`config.mk`:
```
export PLATFORM = sky130hd
export DESIGN_NAME = slot_cache_lru_with_pinning
export DESIGN_NICKNAME = d
export VERILOG_FILES = /design/src/sv/slc_pkg.sv /design/src/sv/slc_store.sv /design/src/sv/slc_scan.sv /design/src/sv/slot_cache_lru_with_pinning.sv
export SDC_FILE = /design/constraint.sdc
export NUM_CORES = 1
export LEC_CHECK = 0
export BUFFER_PORTS_ARGS = -buffer_cell sky130_fd_sc_hd__buf_4
export CAP_MARGIN = 0
export CORE_MARGIN = 10
export CORE_UTILIZATION = 35
export DETAILED_ROUTE_END_ITERATION = 12
export PLACE_DENSITY = 0.6
export SLEW_MARGIN = 20
export SYNTH_ARGS = -nofsm -noshare
export SYNTH_HDL_FRONTEND = slang
export SYNTH_SLANG_ARGS = --single-unit
```
`constraint.sdc`:
```
create_clock -name clk -period 14 [get_ports clk]
set_clock_uncertainty 0.2 [all_clocks]
set_input_delay 2.8 -clock clk [delete_from_list [all_inputs] [get_ports clk]]
set_output_delay 2.8 -clock clk [all_outputs]
set_load 0.01 [all_outputs]
```
`src/sv/slc_pkg.sv`:
```
// ----------------------------------------------------------------------------
// slc_pkg: shared types and codes for the slot cache
// Request action codes, sequencer states and the status groups passed
// between the storage, scan and control logic.
// ----------------------------------------------------------------------------
package slc_pkg;

  // request action codes
  typedef enum logic [1:0] {
    ACT_RESIDENT = 2'd0,
    ACT_PIN      = 2'd1,
    ACT_UNPIN    = 2'd2
  } action_t;

  // sequencer states
  typedef enum logic [1:0] {
    ST_IDLE   = 2'd0,
    ST_SCAN   = 2'd1,
    ST_DRAIN  = 2'd2,
    ST_UPDATE = 2'd3
  } state_t;

  // field widths
  localparam int unsigned ID_W    = 16;
  localparam int unsigned STAMP_W = 64;
  localparam int unsigned SLOT_W  = 3;

  // write controls toward the entry store
  typedef struct packed {
    logic id_we;
    logic stamp_we;
    logic set_valid;
    logic pin_we;
    logic pin_val;
  } store_wr_t;

  // outcome of one scan over all entries
  typedef struct packed {
    logic hit;
    logic free_found;
    logic lru_found;
  } scan_flags_t;

endpackage

```
`src/sv/slc_store.sv`:
```
// ----------------------------------------------------------------------------
// slc_store: entry storage of the slot cache
// Id and stamp memories with one registered read port and one write port,
// plus valid and pin flags in flip-flops.
// ----------------------------------------------------------------------------
module slc_store #(
  parameter int unsigned SLOTS = 8,
  parameter int unsigned SW    = 3
) (
  input  logic                        clk,
  input  logic                        rst,
  input  logic [SW-1:0]               rd_addr,
  output logic [slc_pkg::ID_W-1:0]    rd_id,
  output logic [slc_pkg::STAMP_W-1:0] rd_stamp,
  input  slc_pkg::store_wr_t          wr_ctl,
  input  logic [SW-1:0]               wr_addr,
  input  logic [slc_pkg::ID_W-1:0]    wr_id,
  input  logic [slc_pkg::STAMP_W-1:0] wr_stamp,
  output logic [SLOTS-1:0]            valid_bits,
  output logic [SLOTS-1:0]            pinned_bits
);

  logic [slc_pkg::ID_W-1:0]    id_mem    [SLOTS];
  logic [slc_pkg::STAMP_W-1:0] stamp_mem [SLOTS];

  // id memory
  always_ff @(posedge clk) begin
    if (wr_ctl.id_we) begin
      id_mem[wr_addr] <= wr_id;
    end
    rd_id <= id_mem[rd_addr];
  end

  // stamp memory
  always_ff @(posedge clk) begin
    if (wr_ctl.stamp_we) begin
      stamp_mem[wr_addr] <= wr_stamp;
    end
    rd_stamp <= stamp_mem[rd_addr];
  end

  // valid and pin flags
  always_ff @(posedge clk) begin
    if (rst) begin
      valid_bits  <= '0;
      pinned_bits <= '0;
    end else begin
      if (wr_ctl.set_valid) begin
        valid_bits[wr_addr] <= 1'b1;
      end
      if (wr_ctl.pin_we) begin
        pinned_bits[wr_addr] <= wr_ctl.pin_val;
      end
    end
  end

endmodule

```
`src/sv/slc_scan.sv`:
```
// ----------------------------------------------------------------------------
// slc_scan: shared compare unit of the slot cache
// Looks at one entry per cycle and keeps the first id match, the first
// free entry and the oldest unpinned entry seen so far.
// ----------------------------------------------------------------------------
module slc_scan #(
  parameter int unsigned SW = 3
) (
  input  logic                        clk,
  input  logic                        rst,
  input  logic                        start,
  input  logic                        cmp_en,
  input  logic [SW-1:0]               cmp_idx,
  input  logic                        cmp_valid,
  input  logic                        cmp_pinned,
  input  logic [slc_pkg::ID_W-1:0]    cmp_id,
  input  logic [slc_pkg::STAMP_W-1:0] cmp_stamp,
  input  logic [slc_pkg::ID_W-1:0]    req_id,
  output slc_pkg::scan_flags_t        flags,
  output logic [SW-1:0]               hit_idx,
  output logic [SW-1:0]               free_idx,
  output logic [SW-1:0]               lru_idx,
  output logic [slc_pkg::ID_W-1:0]    lru_id
);

  logic [slc_pkg::STAMP_W-1:0] lru_stamp;
  logic                        id_match;
  logic                        older;

  // one id compare and one stamp compare per cycle
  assign id_match = cmp_valid && (cmp_id == req_id);
  assign older    = !flags.lru_found || (cmp_stamp < lru_stamp);

  // flags
  always_ff @(posedge clk) begin
    if (rst || start) begin
      flags <= '0;
    end else if (cmp_en) begin
      if (id_match) begin
        flags.hit <= 1'b1;
      end
      if (!cmp_valid) begin
        flags.free_found <= 1'b1;
      end
      if (cmp_valid && !cmp_pinned) begin
        flags.lru_found <= 1'b1;
      end
    end
  end

  // captured indexes and oldest entry, lowest index wins on ties
  always_ff @(posedge clk) begin
    if (cmp_en) begin
      if (id_match && !flags.hit) begin
        hit_idx <= cmp_idx;
      end
      if (!cmp_valid && !flags.free_found) begin
        free_idx <= cmp_idx;
      end
      if (cmp_valid && !cmp_pinned && older) begin
        lru_idx   <= cmp_idx;
        lru_id    <= cmp_id;
        lru_stamp <= cmp_stamp;
      end
    end
  end

endmodule

```
`src/sv/slot_cache_lru_with_pinning.sv`:
```
// ----------------------------------------------------------------------------
// slot_cache_lru_with_pinning: fully associative LRU slot cache with pinning
// Each request makes an id resident, pins it or unpins it; one response
// per request reports hit, load, eviction, slot and no-room status.
//
//   channel | handshake             | payload
//   --------+-----------------------+------------------------------------
//   req     | req_valid / req_stall | action, item_id
//   rsp     | rsp_valid / rsp_stall | was_resident, load_issued,
//           |                       | evict_issued, evicted_id,
//           |                       | slot_number, no_room
//
// A request is accepted in the idle state, then the scan state sends one
// entry per cycle through the shared id/stamp compare unit, which is fed
// from the entry memories read one address a cycle; the drain state covers
// the last registered read, and the update state commits the result.
// req_stall is high while a request is in flight. The response sits in an
// output register, so a new request is taken while it waits; the update
// cycle holds while a previous response is still stalled.
// Reset clears the valid and pin flags and the use counter at once.
// ----------------------------------------------------------------------------
module slot_cache_lru_with_pinning #(
  parameter int unsigned SLOTS = 8
) (
  input  logic        clk,
  input  logic        rst,
  input  logic        req_valid,
  output logic        req_stall,
  input  logic [1:0]  action,
  input  logic [15:0] item_id,
  output logic        rsp_valid,
  input  logic        rsp_stall,
  output logic        was_resident,
  output logic        load_issued,
  output logic        evict_issued,
  output logic [15:0] evicted_id,
  output logic [2:0]  slot_number,
  output logic        no_room
);

  localparam int unsigned SW = (SLOTS > 1) ? $clog2(SLOTS) : 1;

  slc_pkg::state_t             state, state_next;
  logic [1:0]                  req_action;
  logic [slc_pkg::ID_W-1:0]    req_id;
  logic [SW-1:0]               rd_addr;
  logic                        cmp_en;
  logic [SW-1:0]               cmp_idx;
  logic [slc_pkg::STAMP_W-1:0] use_counter;
  logic [slc_pkg::STAMP_W-1:0] use_counter_next;

  logic                        accept;
  logic                        scan_last;
  logic                        out_free;
  logic                        commit;

  logic [slc_pkg::ID_W-1:0]    rd_id;
  logic [slc_pkg::STAMP_W-1:0] rd_stamp;
  logic [SLOTS-1:0]            valid_bits;
  logic [SLOTS-1:0]            pinned_bits;

  slc_pkg::scan_flags_t        flags;
  logic [SW-1:0]               hit_idx;
  logic [SW-1:0]               free_idx;
  logic [SW-1:0]               lru_idx;
  logic [slc_pkg::ID_W-1:0]    lru_id;

  slc_pkg::store_wr_t          wr_ctl;
  logic [SW-1:0]               wr_addr;
  logic                        bump;
  logic                        res_was;
  logic                        res_load;
  logic                        res_evict;
  logic [slc_pkg::ID_W-1:0]    res_evid;
  logic [SW-1:0]               res_slot;
  logic                        res_noroom;

  // entry storage
  slc_store #(
    .SLOTS (SLOTS),
    .SW    (SW)
  ) u_store (
    .clk         (clk),
    .rst         (rst),
    .rd_addr     (rd_addr),
    .rd_id       (rd_id),
    .rd_stamp    (rd_stamp),
    .wr_ctl      (wr_ctl),
    .wr_addr     (wr_addr),
    .wr_id       (req_id),
    .wr_stamp    (use_counter_next),
    .valid_bits  (valid_bits),
    .pinned_bits (pinned_bits)
  );

  // shared compare unit
  slc_scan #(
    .SW (SW)
  ) u_scan (
    .clk        (clk),
    .rst        (rst),
    .start      (accept),
    .cmp_en     (cmp_en),
    .cmp_idx    (cmp_idx),
    .cmp_valid  (valid_bits[cmp_idx]),
    .cmp_pinned (pinned_bits[cmp_idx]),
    .cmp_id     (rd_id),
    .cmp_stamp  (rd_stamp),
    .req_id     (req_id),
    .flags      (flags),
    .hit_idx    (hit_idx),
    .free_idx   (free_idx),
    .lru_idx    (lru_idx),
    .lru_id     (lru_id)
  );

  assign scan_last        = (rd_addr == SW'(SLOTS - 1));
  assign out_free         = !rsp_valid || !rsp_stall;
  assign use_counter_next = use_counter + 64'd1;

  // next state
  always_comb begin
    state_next = state;
    case (state)
      slc_pkg::ST_IDLE: begin
        if (req_valid) begin
          state_next = slc_pkg::ST_SCAN;
        end
      end
      slc_pkg::ST_SCAN: begin
        if (scan_last) begin
          state_next = slc_pkg::ST_DRAIN;
        end
      end
      slc_pkg::ST_DRAIN: begin
        state_next = slc_pkg::ST_UPDATE;
      end
      slc_pkg::ST_UPDATE: begin
        if (out_free) begin
          state_next = slc_pkg::ST_IDLE;
        end
      end
      default: begin
        state_next = slc_pkg::ST_IDLE;
      end
    endcase
  end

  // sequencer outputs
  always_comb begin
    req_stall = 1'b1;
    commit    = 1'b0;
    case (state)
      slc_pkg::ST_IDLE: begin
        req_stall = 1'b0;
      end
      slc_pkg::ST_UPDATE: begin
        commit = out_free;
      end
      default: begin
        req_stall = 1'b1;
      end
    endcase
  end

  assign accept = req_valid && !req_stall;

  // sequencer registers
  always_ff @(posedge clk) begin
    if (rst) begin
      state  <= slc_pkg::ST_IDLE;
      cmp_en <= 1'b0;
    end else begin
      state  <= state_next;
      cmp_en <= (state == slc_pkg::ST_SCAN);
    end
  end

  // request capture and scan address
  always_ff @(posedge clk) begin
    if (accept) begin
      req_action <= action;
      req_id     <= item_id;
      rd_addr    <= '0;
    end else if (state == slc_pkg::ST_SCAN && !scan_last) begin
      rd_addr <= rd_addr + SW'(1);
    end
    cmp_idx <= rd_addr;
  end

  // decision from the scan outcome
  always_comb begin
    wr_ctl     = '0;
    wr_addr    = hit_idx;
    bump       = 1'b0;
    res_was    = flags.hit;
    res_load   = 1'b0;
    res_evict  = 1'b0;
    res_evid   = '0;
    res_slot   = flags.hit ? hit_idx : '0;
    res_noroom = 1'b0;
    case (req_action)
      slc_pkg::ACT_RESIDENT: begin
        if (flags.hit) begin
          wr_ctl.stamp_we = 1'b1;
          bump            = 1'b1;
        end else if (flags.free_found || flags.lru_found) begin
          wr_addr          = flags.free_found ? free_idx : lru_idx;
          wr_ctl.id_we     = 1'b1;
          wr_ctl.stamp_we  = 1'b1;
          wr_ctl.set_valid = 1'b1;
          wr_ctl.pin_we    = 1'b1;
          wr_ctl.pin_val   = 1'b0;
          bump             = 1'b1;
          res_load         = 1'b1;
          res_slot         = wr_addr;
          if (!flags.free_found) begin
            res_evict = 1'b1;
            res_evid  = lru_id;
          end
        end else begin
          res_noroom = 1'b1;
        end
      end
      slc_pkg::ACT_PIN: begin
        wr_ctl.pin_we  = flags.hit;
        wr_ctl.pin_val = 1'b1;
      end
      slc_pkg::ACT_UNPIN: begin
        wr_ctl.pin_we  = flags.hit;
        wr_ctl.pin_val = 1'b0;
      end
      default: begin
        wr_ctl = '0;
      end
    endcase
    // writes happen only in the committing cycle
    if (!commit) begin
      wr_ctl = '0;
      bump   = 1'b0;
    end
  end

  // use counter
  always_ff @(posedge clk) begin
    if (rst) begin
      use_counter <= '0;
    end else if (bump) begin
      use_counter <= use_counter_next;
    end
  end

  // response register
  always_ff @(posedge clk) begin
    if (rst) begin
      rsp_valid <= 1'b0;
    end else if (commit) begin
      rsp_valid <= 1'b1;
    end else if (!rsp_stall) begin
      rsp_valid <= 1'b0;
    end
  end

  always_ff @(posedge clk) begin
    if (commit) begin
      was_resident <= res_was;
      load_issued  <= res_load;
      evict_issued <= res_evict;
      evicted_id   <= res_evid;
      slot_number  <= slc_pkg::SLOT_W'(res_slot);
      no_room      <= res_noroom;
    end
  end

endmodule

```
==> reports/results.ini <==
[critical_path]
worstPathRequired_ns=14.08
cp_common_cell=buf_4
start_kind=input pin
cp_max_fo=45
path_cells=buf_4, a21bo_2, a2111o_1, buf_4, nor2_4, buf_4
critPathKind=input pin to flip-flop
critPathSlowestCell=buf_4
max_stage_delay_ns=0.79
arrival_ns=5.34
crit_path_end_kind=flip-flop

[timing]
worstMarginPinSlew_ns=1.09
maxSlewViolCount=0
slew_headroom=0.272
fin_crit_sh=0.376
fin_crit_ns=5.27
hold_violations=0
rsz0062_at_grt=false
finalSetupTns_ns=0
finalSetupViolations=0
timing.fmax_mhz=190

[route]
viasPerCell=4.96
drt_pre_antenna_iters=5
route.vias.total=17953
wl_met1_um=32600
top_layer=met5
dr_wl_met3_um=3000
totalWireLength_um=74400
wl_met2_um=37000
drc_errors=0
avgRoutedWirePerCell_um=20.6
drt_iter0_drc=1196
antenna_left=0

[floorplan]
ios=47
rows=118
die_w_um=343
die-area_um2=118000
core-area_um2=104000
chipHeight_um=343
initial_utilization=0.353

[clock_tree]
cts_sinks=943
cts_inserted_buffers=98
hold_buffers=0
cts_tree=done
clockBufferDepth=3
clk_transition_reported_paths_ns=0.06
cts_resized=0
root_buffer=clkbuf_16
post_cts_buffers=0
htreeDepth=3
clock_latency_ns=0.67

[grt]
grt_pass1_wl_um=115000
overflow=0
antenna_found_initial=2
track_usage=0.126
grt_max_degree=84
grt_pass1_vias=18995

[place]
postPlaceCellArea_um2=38700
dp_hpwl_um=44000
place_inst=3431
port-buffer-count=46
place_congestion=0.755

[layout]
final_cell_mix=edfxtp_1 (770), dfxtp_1 (170), mux4_2 (164), nor2_1 (109), clkbuf_16 (100)
layout.nets=2244
area_growth_pct=14.6
fin_cells=3617
drive_above_1_share=0.219
antennaDiodeCount=0
final_area_um2=41900
final_common_cell=edfxtp_1
final_core_util=0.404

[pwr]
total_power_uw=6690
p_per_area_nw_per_um2=160
leakage_uw=0.0148
ir_worst_vdd_uv=119

[logic_synthesis]
async_flop_share=0
synth_compound_area_frac=0.0191
netlist_area_um2=36600
synth_warnings=0
ys_seq_elements=943
synth_top_family_by_area=multiplexers
ys_top_cells_by_area=edfxtp_1 (63%), mux4_2 (10%), dfxtp_1 (9.5%)
synth_nets=2143
yosys.area_share.simple=0.0536
yosys.area.top_type=edfxtp_1
synth_cells=2050
syn_area_per_cell_um2=17.8
synth-edff-count=770
synth-main-ff-cell=edfxtp_1
synthDominantCellAreaShare=0.632
synth_adder_area_share=0.0243
synth_mux_area_frac=0.128
yosysUniqueCellTypes=56
ys_seq_area_frac=0.727
synth_xor_area_frac=0.0321

[worst_hold_path]
worstHoldPathType=flip-flop to flip-flop

[flow_run]
cap_violations=0

[outcome]
status=finished, final reports clean

-- path summary, 6_finish.rpt --
check | startpoint | end | slack, ns | cells after the start
worst max-delay path | rsp_stall | u_store.stamp_mem[6][19] | 8.73 | 6
worst min-delay path | u_store.rd_stamp[0] | u_scan.lru_stamp[0] | 0.23 | 0
worst min register to register | u_store.rd_stamp[0] | u_scan.lru_stamp[0] | 0.23 | 0
worst max register to register | rd_addr[0] | u_store.rd_stamp[27] | 9.33 | 5
-- cell type report --
class	count	area, um2
Fill cell	9245	61700
Sequential cell	943	26600
Multi-Input combinational cell	950	9490
Clock buffer	150	2810
Tap cell	1380	1730
Timing Repair Buffer	84	634
Clock inverter	36	388
Inverter	74	278
-- metal layers --
layer | global-route usage | vias up
met5 | 0 | -
met4 | 0.0404 | 2
met3 | 0.0218 | 119
met2 | 0.215 | 323
met1 | 0.162 | 9358
li1 | - | 8151
-- metrics by stage --
step | hold slack [ns] | worst slack (ns)
3_3_place_gp | 0.212 | 8.03
3_5_place_dp | 0.208 | 8.01
2_1_floorplan | 0.153 | 3.16
6_report | 0.231 | 8.73
5_1_grt | 0.248 | 8.60
4_1_cts | 0.234 | 8.72
-- flip-flops by register name, summed over array words and instances, names as in the netlist, 3 cells and up --
signal,flops
u_store.stamp_mem,512
u_store.id_mem,128
u_scan.lru_stamp,64
u_store.rd_stamp,64
use_counter,64
evicted_id,16
req_id,16
u_scan.lru_id,16
u_store.rd_id,16
u_store.pinned_bits,8
u_store.valid_bits,8
cmp_idx,3
rd_addr,3
slot_number,3
u_scan.flags,3
u_scan.free_idx,3
u_scan.hit_idx,3
u_scan.lru_idx,3
-- report_power, final --
| part | total (uW) | switching, uW | internal (uW) |
|---|---|---|---|
| clock network | 2550 | 1070 | 1480 |
| registers | 3320 | 146 | 3180 |
| logic | 816 | 380 | 436 |
| total | 6690 | 1590 | 5100 |
-- synthesized netlist by cell type, types with 6 or more instances --
cell type    n
o21ai_0     11
mux4_2     164
edfxtp_1   770
ha_1        71
nand4_1     35
nor4_1       7
mux2i_1      7
nand3_1     58
mux2_2      81
nor3_1      31
and3_1      16
clkbuf_1    60
and2_1      24
nand2_1     57
a21o_1      15
or3_1       10
a21oi_1     47
a211oi_1    12
nor2b_1      6
buf_1       13
dfxtp_1    173
xnor2_1     70
xor2_1      64
inv_1       74
and4_1       9
nor2_1     115
buf_2        9
-- worst max-delay path: cells and delay by family --
| family | cells | cell delay, ns |
|---|---|---|
| buffers and inverters | 3 | 1.19 |
| AOI/OAI and AO/OA | 2 | 0.71 |
| and+or+nand+nor | 1 | 0.55 |
-- kinds of logic after synthesis --
| logic type | Yosys count |
|---|---|
| flip-flops | 943 |
| AND/OR/NAND/NOR | 385 |
| multiplexers | 252 |
| buffers and inverters | 157 |
| XOR/XNOR | 134 |
| AO/OA/AOI/OAI | 108 |
| adder cells (fa/ha/maj) | 71 |
Power figures use the tool's default switching activity.
